File: src/sv/tvfx_pkg.sv
// Shared types and constants for the tracker voice effect engine.
`timescale 1ns / 1ps
package tvfx_pkg;

  // Command codes
  localparam logic [1:0] CMD_TICK  = 2'd0;
  localparam logic [1:0] CMD_START = 2'd1;
  localparam logic [1:0] CMD_STOP  = 2'd2;

  // Effect codes
  localparam logic [2:0] FX_NONE     = 3'd0;
  localparam logic [2:0] FX_SLIDE    = 3'd1;
  localparam logic [2:0] FX_VIBRATO  = 3'd2;
  localparam logic [2:0] FX_DROP     = 3'd3;
  localparam logic [2:0] FX_FADE_IN  = 3'd4;
  localparam logic [2:0] FX_FADE_OUT = 3'd5;
  localparam logic [2:0] FX_ARP_FAST = 3'd6;
  localparam logic [2:0] FX_ARP_SLOW = 3'd7;

  // Field widths
  localparam int unsigned VoiceW = 3;
  localparam int unsigned NoteW  = 14;
  localparam int unsigned PitchW = 16;
  localparam int unsigned VolW   = 7;
  localparam int unsigned LenW   = 8;

  // Serial multiply-divide unit: a (16) * b (8) / d (8)
  localparam int unsigned MdAW   = PitchW;
  localparam int unsigned MdBW   = LenW;
  localparam int unsigned MdProdW = MdAW + MdBW;

  // Volume scaling
  localparam logic [9:0] VOL_SCALE = 10'd73;
  localparam logic [VolW-1:0] VOL_MAX = 7'd127;

  // Arpeggio toggle bits of the elapsed count
  localparam int unsigned ArpFastBit = 3;
  localparam int unsigned ArpSlowBit = 4;
  localparam int unsigned VibShift   = 6;

endpackage

File: src/sv/tvfx_muldiv.sv
// Bit-serial multiply then restoring divide: q = (a * b) / d.
`timescale 1ns / 1ps
module tvfx_muldiv (
  input  logic                      clk_i,
  input  logic                      rst_ni,
  input  logic                      start_i,
  input  logic [tvfx_pkg::MdAW-1:0] a_i,
  input  logic [tvfx_pkg::MdBW-1:0] b_i,
  input  logic [tvfx_pkg::MdBW-1:0] d_i,
  output logic                      done_o,
  output logic [tvfx_pkg::MdAW-1:0] q_o
);
  import tvfx_pkg::*;

  typedef enum logic [1:0] {MD_IDLE, MD_MUL, MD_DIV} md_st_e;

  localparam int unsigned CntW = $clog2(MdProdW);

  md_st_e               st_q;
  logic [CntW-1:0]      cnt_q;
  logic [MdAW-1:0]      a_q;
  logic [MdBW-1:0]      b_q;
  logic [MdBW-1:0]      d_q;
  logic [MdProdW-1:0]   acc_q;
  logic [MdBW-1:0]      rem_q;
  logic                 done_q;

  logic [MdBW:0]        rem_sh;
  logic                 ge;
  logic [MdBW:0]        rem_sub;

  // One divide step: shift in next dividend bit, subtract if it fits
  always_comb begin
    rem_sh  = {rem_q, acc_q[MdProdW-1]};
    ge      = rem_sh >= {1'b0, d_q};
    rem_sub = rem_sh - {1'b0, d_q};
  end

  always_ff @(posedge clk_i or negedge rst_ni) begin
    if (!rst_ni) begin
      st_q   <= MD_IDLE;
      cnt_q  <= '0;
      done_q <= 1'b0;
    end else begin
      done_q <= 1'b0;
      unique case (st_q)
        MD_IDLE: begin
          if (start_i) begin
            a_q   <= a_i;
            b_q   <= b_i;
            d_q   <= d_i;
            acc_q <= '0;
            rem_q <= '0;
            cnt_q <= '0;
            st_q  <= MD_MUL;
          end
        end
        // Multiply, multiplier msb first: one bit a cycle
        MD_MUL: begin
          acc_q <= {acc_q[MdProdW-2:0], 1'b0} + (b_q[MdBW-1] ? MdProdW'(a_q) : '0);
          b_q   <= {b_q[MdBW-2:0], 1'b0};
          if (cnt_q == CntW'(MdBW - 1)) begin
            cnt_q <= '0;
            st_q  <= MD_DIV;
          end else begin
            cnt_q <= cnt_q + 1'b1;
          end
        end
        // Divide: one quotient bit a cycle, shifted into the dividend
        MD_DIV: begin
          rem_q <= ge ? rem_sub[MdBW-1:0] : rem_sh[MdBW-1:0];
          acc_q <= {acc_q[MdProdW-2:0], ge};
          if (cnt_q == CntW'(MdProdW - 1)) begin
            done_q <= 1'b1;
            st_q   <= MD_IDLE;
          end else begin
            cnt_q <= cnt_q + 1'b1;
          end
        end
        default: st_q <= MD_IDLE;
      endcase
    end
  end

  assign done_o = done_q;
  assign q_o    = acc_q[MdAW-1:0];

endmodule

File: src/sv/tracker_voice_effect_engine_top.sv
// Top level of the per-voice note effect engine.
//
//  channel | direction | handshake                  | beat
//  in      | input     | in_valid_i / in_ready_o    | cmd, voice, pitch, volume, effect, length
//  out     | output    | out_valid_o / out_ready_i  | voice, pitch write, volume write
//
// One beat at a time. Start, stop and plain ticks go from accept through the evaluate
// and done states to output valid. Drop, fades and a slide in progress run the bit-serial
// multiply-divide unit, multiply then divide, between the evaluate and done states.
// Reset clears every voice to inactive with zeroed state; no clearing pass.
// A stalled output holds; the next beat is accepted while it waits.
`timescale 1ns / 1ps
module tracker_voice_effect_engine_top #(
  parameter int unsigned NUM_VOICES = 8
) (
  input  logic                          clk_i,
  input  logic                          rst_ni,
  input  logic                          in_valid_i,
  output logic                          in_ready_o,
  input  logic [1:0]                    cmd_i,
  input  logic [tvfx_pkg::VoiceW-1:0]   voice_i,
  input  logic [tvfx_pkg::NoteW-1:0]    note_pitch_i,
  input  logic [2:0]                    note_volume_i,
  input  logic [2:0]                    effect_code_i,
  input  logic [tvfx_pkg::LenW-1:0]     length_ticks_i,
  output logic                          out_valid_o,
  input  logic                          out_ready_i,
  output logic [tvfx_pkg::VoiceW-1:0]   out_voice_o,
  output logic                          pitch_valid_o,
  output logic [tvfx_pkg::NoteW-1:0]    pitch_out_o,
  output logic                          volume_valid_o,
  output logic [tvfx_pkg::VolW-1:0]     volume_out_o
);
  import tvfx_pkg::*;

  localparam int unsigned VIdxW = (NUM_VOICES > 1) ? $clog2(NUM_VOICES) : 1;

  typedef enum logic [1:0] {ST_IDLE, ST_EVAL, ST_MD, ST_DONE} st_e;
  typedef enum logic [1:0] {MD_DROP, MD_UP, MD_DN, MD_VOL} md_mode_e;

  st_e                 st_q;
  md_mode_e            md_mode_q, md_mode_d;

  // Latched input beat
  logic [1:0]          cmd_q;
  logic [VoiceW-1:0]   voice_q;
  logic [NoteW-1:0]    np_q;
  logic [2:0]          nv_q;
  logic [2:0]          eff_q;
  logic [LenW-1:0]     len_q;

  // Per-voice state
  logic [PitchW-1:0]   base_pitch_q   [NUM_VOICES];
  logic [PitchW-1:0]   target_pitch_q [NUM_VOICES];
  logic [VolW-1:0]     base_volume_q  [NUM_VOICES];
  logic [LenW-1:0]     note_length_q  [NUM_VOICES];
  logic [PitchW-1:0]   elapsed_q      [NUM_VOICES];
  logic [2:0]          effect_kind_q  [NUM_VOICES];
  logic [NUM_VOICES-1:0] active_q;

  // Pending result
  logic                res_pv_q, res_pv_d;
  logic                res_vv_q, res_vv_d;
  logic [PitchW-1:0]   res_p_q, res_p_d;
  logic [VolW-1:0]     res_vol_q, res_vol_d;

  // Output register
  logic                out_valid_q;
  logic [VoiceW-1:0]   out_voice_q;
  logic                out_pv_q, out_vv_q;
  logic [NoteW-1:0]    out_p_q;
  logic [VolW-1:0]     out_vol_q;

  // Voice state write strobes
  logic                wr_base, wr_tgt, wr_vol, wr_note, wr_el, wr_act, act_new;
  logic [PitchW-1:0]   base_new, tgt_new, el_new;
  logic [VolW-1:0]     vol_new;

  // Multiply-divide interface
  logic                md_start, md_done;
  logic [MdAW-1:0]     md_a, md_q;
  logic [MdBW-1:0]     md_b, md_d;

  logic [VIdxW-1:0]    idx;
  logic                in_range;
  logic [PitchW-1:0]   bp, tp, el, e, np16, vib;
  logic [VolW-1:0]     bv;
  logic [LenW-1:0]     len, half, lme;
  logic [2:0]          fx;
  logic                act, e_le_l;
  logic [9:0]          sv_full;
  logic [VolW-1:0]     sv;
  logic                out_free;

  assign idx      = VIdxW'(voice_q);
  assign in_range = 32'(voice_q) < NUM_VOICES;
  assign bp       = base_pitch_q[idx];
  assign tp       = target_pitch_q[idx];
  assign bv       = base_volume_q[idx];
  assign len      = note_length_q[idx];
  assign el       = elapsed_q[idx];
  assign fx       = effect_kind_q[idx];
  assign act      = active_q[idx];
  assign out_free = !out_valid_q || out_ready_i;

  // Decode the beat against the voice state
  always_comb begin
    np16      = PitchW'(np_q);
    e         = el + 1'b1;
    e_le_l    = e <= PitchW'(len);
    lme       = len - e[LenW-1:0];
    half      = (len[LenW-1:1] == '0) ? LenW'(1) : {1'b0, len[LenW-1:1]};
    vib       = bp >> VibShift;
    sv_full   = (10'(nv_q) * VOL_SCALE) >> 2;
    sv        = (sv_full > 10'(VOL_MAX)) ? VOL_MAX : sv_full[VolW-1:0];
    res_pv_d  = 1'b0;
    res_vv_d  = 1'b0;
    res_p_d   = '0;
    res_vol_d = '0;
    wr_base   = 1'b0;
    wr_tgt    = 1'b0;
    wr_vol    = 1'b0;
    wr_note   = 1'b0;
    wr_el     = 1'b0;
    wr_act    = 1'b0;
    act_new   = 1'b0;
    base_new  = np16;
    tgt_new   = np16 + (np16 >> 1);
    vol_new   = sv;
    el_new    = e;
    md_start  = 1'b0;
    md_mode_d = MD_DROP;
    md_a      = bp;
    md_b      = lme;
    md_d      = len;
    if (st_q == ST_EVAL && in_range) begin
      unique case (cmd_q)
        CMD_START: begin
          wr_act   = 1'b1;
          act_new  = 1'b1;
          wr_note  = 1'b1;
          wr_el    = 1'b1;
          el_new   = '0;
          res_vv_d = 1'b1;
          if (np_q != '0 && nv_q != '0) begin
            wr_vol    = 1'b1;
            res_vol_d = sv;
            res_pv_d  = 1'b1;
            if (eff_q == FX_SLIDE && bp != '0) begin
              wr_tgt  = 1'b1;
              tgt_new = np16;
              res_p_d = bp;
            end else begin
              wr_base = 1'b1;
              wr_tgt  = 1'b1;
              res_p_d = np16;
              if (eff_q == FX_FADE_IN) res_vol_d = '0;
            end
          end
        end
        CMD_STOP: begin
          wr_act   = 1'b1;
          act_new  = 1'b0;
          res_vv_d = 1'b1;
        end
        CMD_TICK: begin
          if (act && len != '0) begin
            wr_el = 1'b1;
            unique case (fx)
              FX_SLIDE: begin
                if (bp != tp) begin
                  res_pv_d = 1'b1;
                  res_p_d  = bp;
                  if (e >= PitchW'(half)) begin
                    wr_base  = 1'b1;
                    base_new = tp;
                    res_p_d  = tp;
                  end else begin
                    md_start  = 1'b1;
                    md_a      = (tp > bp) ? tp - bp : bp - tp;
                    md_b      = e[LenW-1:0];
                    md_d      = half;
                    md_mode_d = (tp > bp) ? MD_UP : MD_DN;
                  end
                end
              end
              FX_VIBRATO: begin
                res_pv_d = 1'b1;
                res_p_d  = e[ArpFastBit] ? bp + vib : bp - vib;
              end
              FX_DROP: begin
                if (e_le_l) begin
                  res_pv_d = 1'b1;
                  md_start = 1'b1;
                end
              end
              FX_FADE_IN, FX_FADE_OUT: begin
                if (e_le_l) begin
                  res_vv_d  = 1'b1;
                  md_start  = 1'b1;
                  md_a      = MdAW'(bv);
                  md_b      = (fx == FX_FADE_IN) ? e[LenW-1:0] : lme;
                  md_mode_d = MD_VOL;
                end
              end
              FX_ARP_FAST: begin
                res_pv_d = 1'b1;
                res_p_d  = e[ArpFastBit] ? tp : bp;
              end
              FX_ARP_SLOW: begin
                res_pv_d = 1'b1;
                res_p_d  = e[ArpSlowBit] ? tp : bp;
              end
              default: ;
            endcase
          end
        end
        default: ;
      endcase
    end
  end

  // Update the addressed voice
  always_ff @(posedge clk_i or negedge rst_ni) begin
    if (!rst_ni) begin
      active_q <= '0;
      for (int i = 0; i < NUM_VOICES; i++) begin
        base_pitch_q[i]   <= '0;
        target_pitch_q[i] <= '0;
        base_volume_q[i]  <= '0;
        note_length_q[i]  <= '0;
        elapsed_q[i]      <= '0;
        effect_kind_q[i]  <= '0;
      end
    end else begin
      if (wr_base) base_pitch_q[idx]   <= base_new;
      if (wr_tgt)  target_pitch_q[idx] <= tgt_new;
      if (wr_vol)  base_volume_q[idx]  <= vol_new;
      if (wr_el)   elapsed_q[idx]      <= el_new;
      if (wr_act)  active_q[idx]       <= act_new;
      if (wr_note) begin
        note_length_q[idx] <= len_q;
        effect_kind_q[idx] <= eff_q;
      end
    end
  end

  // Sequence one beat: latch, evaluate, wait on the unit, hand off
  always_ff @(posedge clk_i or negedge rst_ni) begin
    if (!rst_ni) begin
      st_q        <= ST_IDLE;
      out_valid_q <= 1'b0;
      md_mode_q   <= MD_DROP;
    end else begin
      if (out_valid_q && out_ready_i) out_valid_q <= 1'b0;
      unique case (st_q)
        ST_IDLE: begin
          if (in_valid_i) begin
            cmd_q   <= cmd_i;
            voice_q <= voice_i;
            np_q    <= note_pitch_i;
            nv_q    <= note_volume_i;
            eff_q   <= effect_code_i;
            len_q   <= length_ticks_i;
            st_q    <= ST_EVAL;
          end
        end
        ST_EVAL: begin
          res_pv_q  <= res_pv_d;
          res_vv_q  <= res_vv_d;
          res_p_q   <= res_p_d;
          res_vol_q <= res_vol_d;
          md_mode_q <= md_mode_d;
          st_q      <= md_start ? ST_MD : ST_DONE;
        end
        ST_MD: begin
          if (md_done) begin
            unique case (md_mode_q)
              MD_DROP: res_p_q   <= md_q;
              MD_UP:   res_p_q   <= res_p_q + md_q;
              MD_DN:   res_p_q   <= res_p_q - md_q;
              MD_VOL:  res_vol_q <= md_q[VolW-1:0];
              default: ;
            endcase
            st_q <= ST_DONE;
          end
        end
        ST_DONE: begin
          if (out_free) begin
            out_valid_q <= 1'b1;
            out_voice_q <= voice_q;
            out_pv_q    <= res_pv_q;
            out_vv_q    <= res_vv_q;
            out_p_q     <= res_p_q[NoteW-1:0];
            out_vol_q   <= res_vol_q;
            st_q        <= ST_IDLE;
          end
        end
        default: st_q <= ST_IDLE;
      endcase
    end
  end

  tvfx_muldiv u_muldiv (
    .clk_i   (clk_i),
    .rst_ni  (rst_ni),
    .start_i (md_start),
    .a_i     (md_a),
    .b_i     (md_b),
    .d_i     (md_d),
    .done_o  (md_done),
    .q_o     (md_q)
  );

  assign in_ready_o     = (st_q == ST_IDLE);
  assign out_valid_o    = out_valid_q;
  assign out_voice_o    = out_voice_q;
  assign pitch_valid_o  = out_pv_q;
  assign pitch_out_o    = out_p_q;
  assign volume_valid_o = out_vv_q;
  assign volume_out_o   = out_vol_q;

endmodule

File: config.mk
export PLATFORM = sky130hd
export DESIGN_NAME = tracker_voice_effect_engine_top
export DESIGN_NICKNAME = d
export VERILOG_FILES = /design/src/sv/tvfx_pkg.sv /design/src/sv/tvfx_muldiv.sv /design/src/sv/tracker_voice_effect_engine_top.sv
export SDC_FILE = /design/constraint.sdc
export NUM_CORES = 2
export LEC_CHECK = 0
export BUFFER_PORTS_ARGS = -buffer_cell sky130_fd_sc_hd__buf_4
export CAP_MARGIN = 10
export CORE_MARGIN = 5
export CORE_UTILIZATION = 65
export DETAILED_ROUTE_END_ITERATION = 16
export PLACE_DENSITY = 0.82
export SYNTH_ARGS = -nofsm -noshare
export SYNTH_HDL_FRONTEND = slang
export SYNTH_SLANG_ARGS = --single-unit
File: constraint.sdc
create_clock -name clk_i -period 15.1 [get_ports clk_i]
set_input_delay 1.51 -clock clk_i [delete_from_list [all_inputs] [get_ports clk_i]]
set_output_delay 1.51 -clock clk_i [all_outputs]
set_load 0.05 [all_outputs]
==> impl_metrics.sql <==
INSERT INTO impl_metrics (metric_group, metric, value, unit) VALUES
('critical_path', 'worst_r2r_path_depth', '20', ''),
('critical_path', 'rr_startpoint', 'idx[1]', ''),
('global_route', 'first_global_vias', '27700', ''),
('critical_path', 'worstPathRequired', '15.60', 'ns'),
('sta', 'final_max_slew_viol_count', '0', ''),
('clocking', 'tritoncts.num_buffers', '69', ''),
('sta', 'post-route-min-period', '8.22', 'ns'),
('detailed_routing', 'firstDrtPassIters', '6', ''),
('layout', 'nFillCells', '3667', ''),
('critical_path', 'crit_fanout', '53', ''),
('critical_path', 'timing.critical_path.cells', 'buf_4 > nor2_1 > a221o_1 > a21oi_1 > inv_1 > ha_1 > nand2b_1 > nor2_1 > xnor2_1 > inv_1 > ha_1 > a211o_1 > a21oi_1 > a211oi_1 > a21o_1 > a211oi_2 > a21o_1 > and2_2 > nor2_4 > mux2_2', ''),
('run', 'drv_cap', '0', ''),
('sta', 'slew-limit-headroom', '12.4', '%'),
('min_path', 'hold_class', 'flop to flop', ''),
('layout', 'drive_above_1_share', '19.8', '%'),
('logic_synthesis', 'synth_area_per_cell', '11.0', 'um^2'),
('logic_synthesis', 'syn-instance-count', '3234', ''),
('sta', 'report.final.setup_viol', '0', ''),
('floorplan', 'coreArea', '0.0540', 'mm^2'),
('min_path', 'hold_depth', '0', ''),
('layout', 'design.final.nets', '3440', ''),
('critical_path', 'endpoint_of_the_lowest_slack_register_to_register_path', 'base_pitch_q[37]', ''),
('logic_synthesis', 'synth.yosys.warnings', '0', ''),
('pwr', 'power.share.switching', '37.5', '%'),
('critical_path', 'slowest_stage', 'sky130_fd_sc_hd__a21o_1', ''),
('layout', 'insertedDiodeCount', '0', ''),
('place', 'number_of_input_and_output_port_buffers_inserted', '64', ''),
('logic_synthesis', 'post_synth_instance_area', '0.0355', 'mm^2'),
('global_route', 'globalRouteOverflowTotal', '0', ''),
('detailed_routing', 'drc_viols', '0', ''),
('detailed_routing', 'dr.first_iter.drc_count', '3040', ''),
('clocking', 'clkTransAtPathRegs', '0.06', 'ns'),
('critical_path', 'setup.reg_to_reg.worst_slack', '6.88', 'ns'),
('layout', 'layout-area-overhead-vs-synth', '9.52', '%'),
('outcome', 'status', 'finished clean', ''),
('sta', 'fin_worst_skew', '0.0335', 'ns'),
('critical_path', 'critical-path-max-stage-delay', '0.86', 'ns'),
('critical_path', 'path_class', 'flop to flop', ''),
('sta', 'worstMarginPinSlew', '1.31', 'ns'),
('floorplan', 'initial_core_util', '65.7', '%'),
('floorplan', 'die_y', '244', 'um'),
('logic_synthesis', 'ys.flop_type', 'sky130_fd_sc_hd__dfrtp_1', ''),
('sta', 'timing_hold_violations_final', '0', ''),
('detailed_routing', 'ant_nets', '0', ''),
('floorplan', 'floorplan.die_area', '0.0594', 'mm^2'),
('clocking', 'cts_max_path_buffers', '3', ''),
('min_path', 'min_delay_worst_endpoint', 'volume_out_o[4]', ''),
('global_route', 'grt_pass1_wl', '163', 'mm'),
('pwr', 'ir_drop_worst_vdd', '123', 'uV'),
('sta', 'grt_setup_unrepaired', 'false', ''),
('logic_synthesis', 'post_synth_num_cell_types', '95', ''),
('pwr', 'power_frac_clock', '24.1', '%'),
('clocking', 'worst_skew_pair.late_latency', '0.63', 'ns'),
('global_route', 'grt_max_degree', '170', ''),
('logic_synthesis', 'synthesis.nets', '3422', ''),
('detailed_routing', 'via_per_inst', '6.79', ''),
('floorplan', 'die_x', '244', 'um'),
('clocking', 'sink_count', '647', ''),
('min_path', 'worst_hold_startpoint', 'res_vol_q[4]', ''),
('clocking', 'clock_tree.htree_level_count', '3', ''),
('clocking', 'cts-resized-gates', '0', ''),
('clocking', 'cts_tree', 'built', ''),
('critical_path', 'worstSetupEndpointType', 'flop', ''),
('clocking', 'ctsHoldBuffers', '0', ''),
('pwr', 'net-switching-power', '2.82', 'mW'),
('logic_synthesis', 'synth.yosys.seq_area_share', '47.6', '%'),
('sta', 'timing.final.crit_share', '54.5', '%'),
('sta', 'fmaxAchievable', '122', 'MHz'),
('pwr', 'pwr-share-comb', '39.4', '%'),
('floorplan', 'core.rowCount', '85', ''),
('place', 'post-dp-hpwl', '72.2', 'mm');
through the flow:
stage	area, um^2	util [%]	hold WS (ns)	cells	setup WS (ns)
floorplan	35500	-	0.400	3234	9.06
finish	38900	72.0	0.419	4001	6.88
global placement	36500	67.5	0.409	3876	7.37
CTS	38900	72.0	0.421	4000	7.13
detailed placement	36500	67.5	0.408	3876	7.19
global route	38900	72.0	0.429	4001	6.43
cell families after synthesis:
kind of cell               count (synthesis)  share of synthesized area, %
buffers and inverters                    303                          3.95
and+or+nand+nor                          774                          10.6
DFF                                      647                          47.6
AOI/OAI and AO/OA                        841                          15.5
adders and majority gates                151                          5.49
muxes                                    420                          14.4
xor gates and xnor gates                  98                          2.42
layout by cell type (no fill, tap or decap), types with 64 or more instances in the layout:
| master | netlist | layout |
|---|---|---|
| sky130_fd_sc_hd__buf_4 | 23 | 118 |
| sky130_fd_sc_hd__nand2_1 | 211 | 211 |
| sky130_fd_sc_hd__o21ai_0 | 173 | 173 |
| sky130_fd_sc_hd__mux2_2 | 295 | 295 |
| sky130_fd_sc_hd__a21oi_1 | 250 | 250 |
| sky130_fd_sc_hd__xnor2_1 | 64 | 64 |
| sky130_fd_sc_hd__nor2_1 | 259 | 257 |
| sky130_fd_sc_hd__dfrtp_1 | 501 | 501 |
| sky130_fd_sc_hd__edfxtp_1 | 146 | 146 |
| sky130_fd_sc_hd__a22oi_1 | 70 | 70 |
| sky130_fd_sc_hd__ha_1 | 143 | 143 |
| sky130_fd_sc_hd__clkbuf_16 | 0 | 70 |
| sky130_fd_sc_hd__inv_1 | 128 | 128 |
power by group through the flow:
stage / clock network, mW / logic (mW) / registers (mW)
2_1_floorplan: 0 / 2.12 / 2.66
3_3_place_gp: 0 / 2.80 / 2.70
3_5_place_dp: 0 / 2.88 / 2.74
4_1_cts: 1.83 / 2.91 / 2.72
5_1_grt: 1.90 / 3.21 / 2.78
6_report: 1.82 / 2.97 / 2.74
worst max-delay path: cells and delay by family, from the launching register on:
kind	cells	cell delay [ns]
AOI/OAI and AO/OA	8	2.87
xor gates and xnor gates	1	0.45
adders and majority gates	2	0.58
buffers and inverters	3	1.21
DFF	1	0.65
muxes	1	0.35
and+or+nand+nor	5	1.90
synthesized netlist by cell type (13+ instances only):
cell                       instances  share of area, %
sky130_fd_sc_hd__nor2b_1          48              0.85
sky130_fd_sc_hd__nor2_1          259               2.7
sky130_fd_sc_hd__a22oi_1          70               1.5
sky130_fd_sc_hd__xnor2_1          64               1.6
sky130_fd_sc_hd__mux2_4           32               1.4
sky130_fd_sc_hd__a221o_1          21              0.59
sky130_fd_sc_hd__xor2_1           34              0.84
sky130_fd_sc_hd__buf_2            27              0.38
sky130_fd_sc_hd__buf_4            23              0.49
sky130_fd_sc_hd__o22ai_1          28              0.49
sky130_fd_sc_hd__and2_1           43              0.76
sky130_fd_sc_hd__nand2_1         211               2.2
sky130_fd_sc_hd__o31ai_1          24              0.51
sky130_fd_sc_hd__a21oi_1         250               3.5
sky130_fd_sc_hd__edfxtp_1        146                12
sky130_fd_sc_hd__a21o_1           40              0.85
sky130_fd_sc_hd__a221oi_1         34              0.84
sky130_fd_sc_hd__mux2_2          295               9.4
sky130_fd_sc_hd__dfrtp_1         501                35
sky130_fd_sc_hd__and3_1           23              0.41
sky130_fd_sc_hd__buf_1            15              0.16
sky130_fd_sc_hd__a31oi_1          17              0.30
sky130_fd_sc_hd__clkbuf_1         95               1.0
sky130_fd_sc_hd__ha_1            143               5.0
sky130_fd_sc_hd__a22o_1           19              0.47
sky130_fd_sc_hd__mux2i_1          63               1.8
sky130_fd_sc_hd__nand2b_1         30              0.53
sky130_fd_sc_hd__nand4_1          14              0.25
sky130_fd_sc_hd__nand3_1          33              0.46
sky130_fd_sc_hd__nor3_1           36              0.51
sky130_fd_sc_hd__o211ai_1         13              0.27
sky130_fd_sc_hd__a211oi_1         17              0.36
sky130_fd_sc_hd__inv_1           128               1.4
sky130_fd_sc_hd__o21ai_0         173               2.4
sky130_fd_sc_hd__o21a_1           15              0.32
sky130_fd_sc_hd__mux4_2           30               1.9
final cells by class:
cell class / instances / area, um^2 / area share, %
inverter: 129 / 484 / 1.24
clock inverter: 34 / 475 / 1.22
sequential: 647 / 16900 / 43.5
clock buffer: 90 / 1950 / 5.00
tap: 696 / 871 / 2.24
multi-input combinational: 2284 / 17300 / 44.4
timing repair buffer: 121 / 936 / 2.41
sequential cells by signal (all words and copies together) (netlist names), 5 cells and up:
name	cells
u_muldiv.d_q	8
active_q	8
res_p_q	14
len_q	8
volume_out_o	7
target_pitch_q	120
u_muldiv.b_q	8
base_volume_q	24
note_length_q	64
u_muldiv.acc_q	24
base_pitch_q	120
u_muldiv.a_q	16
np_q	14
u_muldiv.cnt_q	5
elapsed_q	128
effect_kind_q	24
res_vol_q	7
pitch_out_o	14
u_muldiv.rem_q	8
worst max-delay path by stage:
stage	start	end	slack (ns)	depth (start not counted)
5_1_grt	idx[1]	base_pitch_q[52]	6.43	20
2_1_floorplan	idx[2]	u_muldiv.acc_q[0]	9.06	23
3_3_place_gp	idx[1]	base_pitch_q[27]	7.37	20
3_5_place_dp	idx[1]	base_pitch_q[27]	7.19	20
6_report	idx[1]	base_pitch_q[37]	6.88	20
4_1_cts	idx[1]	base_pitch_q[27]	7.13	20
routing by layer:
metal	track usage (%)	share of wire, %
met5	0	0.026
met2	54.9	46
met1	46.8	39
met3	9.11	10
met4	15.3	5.0
Note: power is estimated with default switching activity, not from simulation.
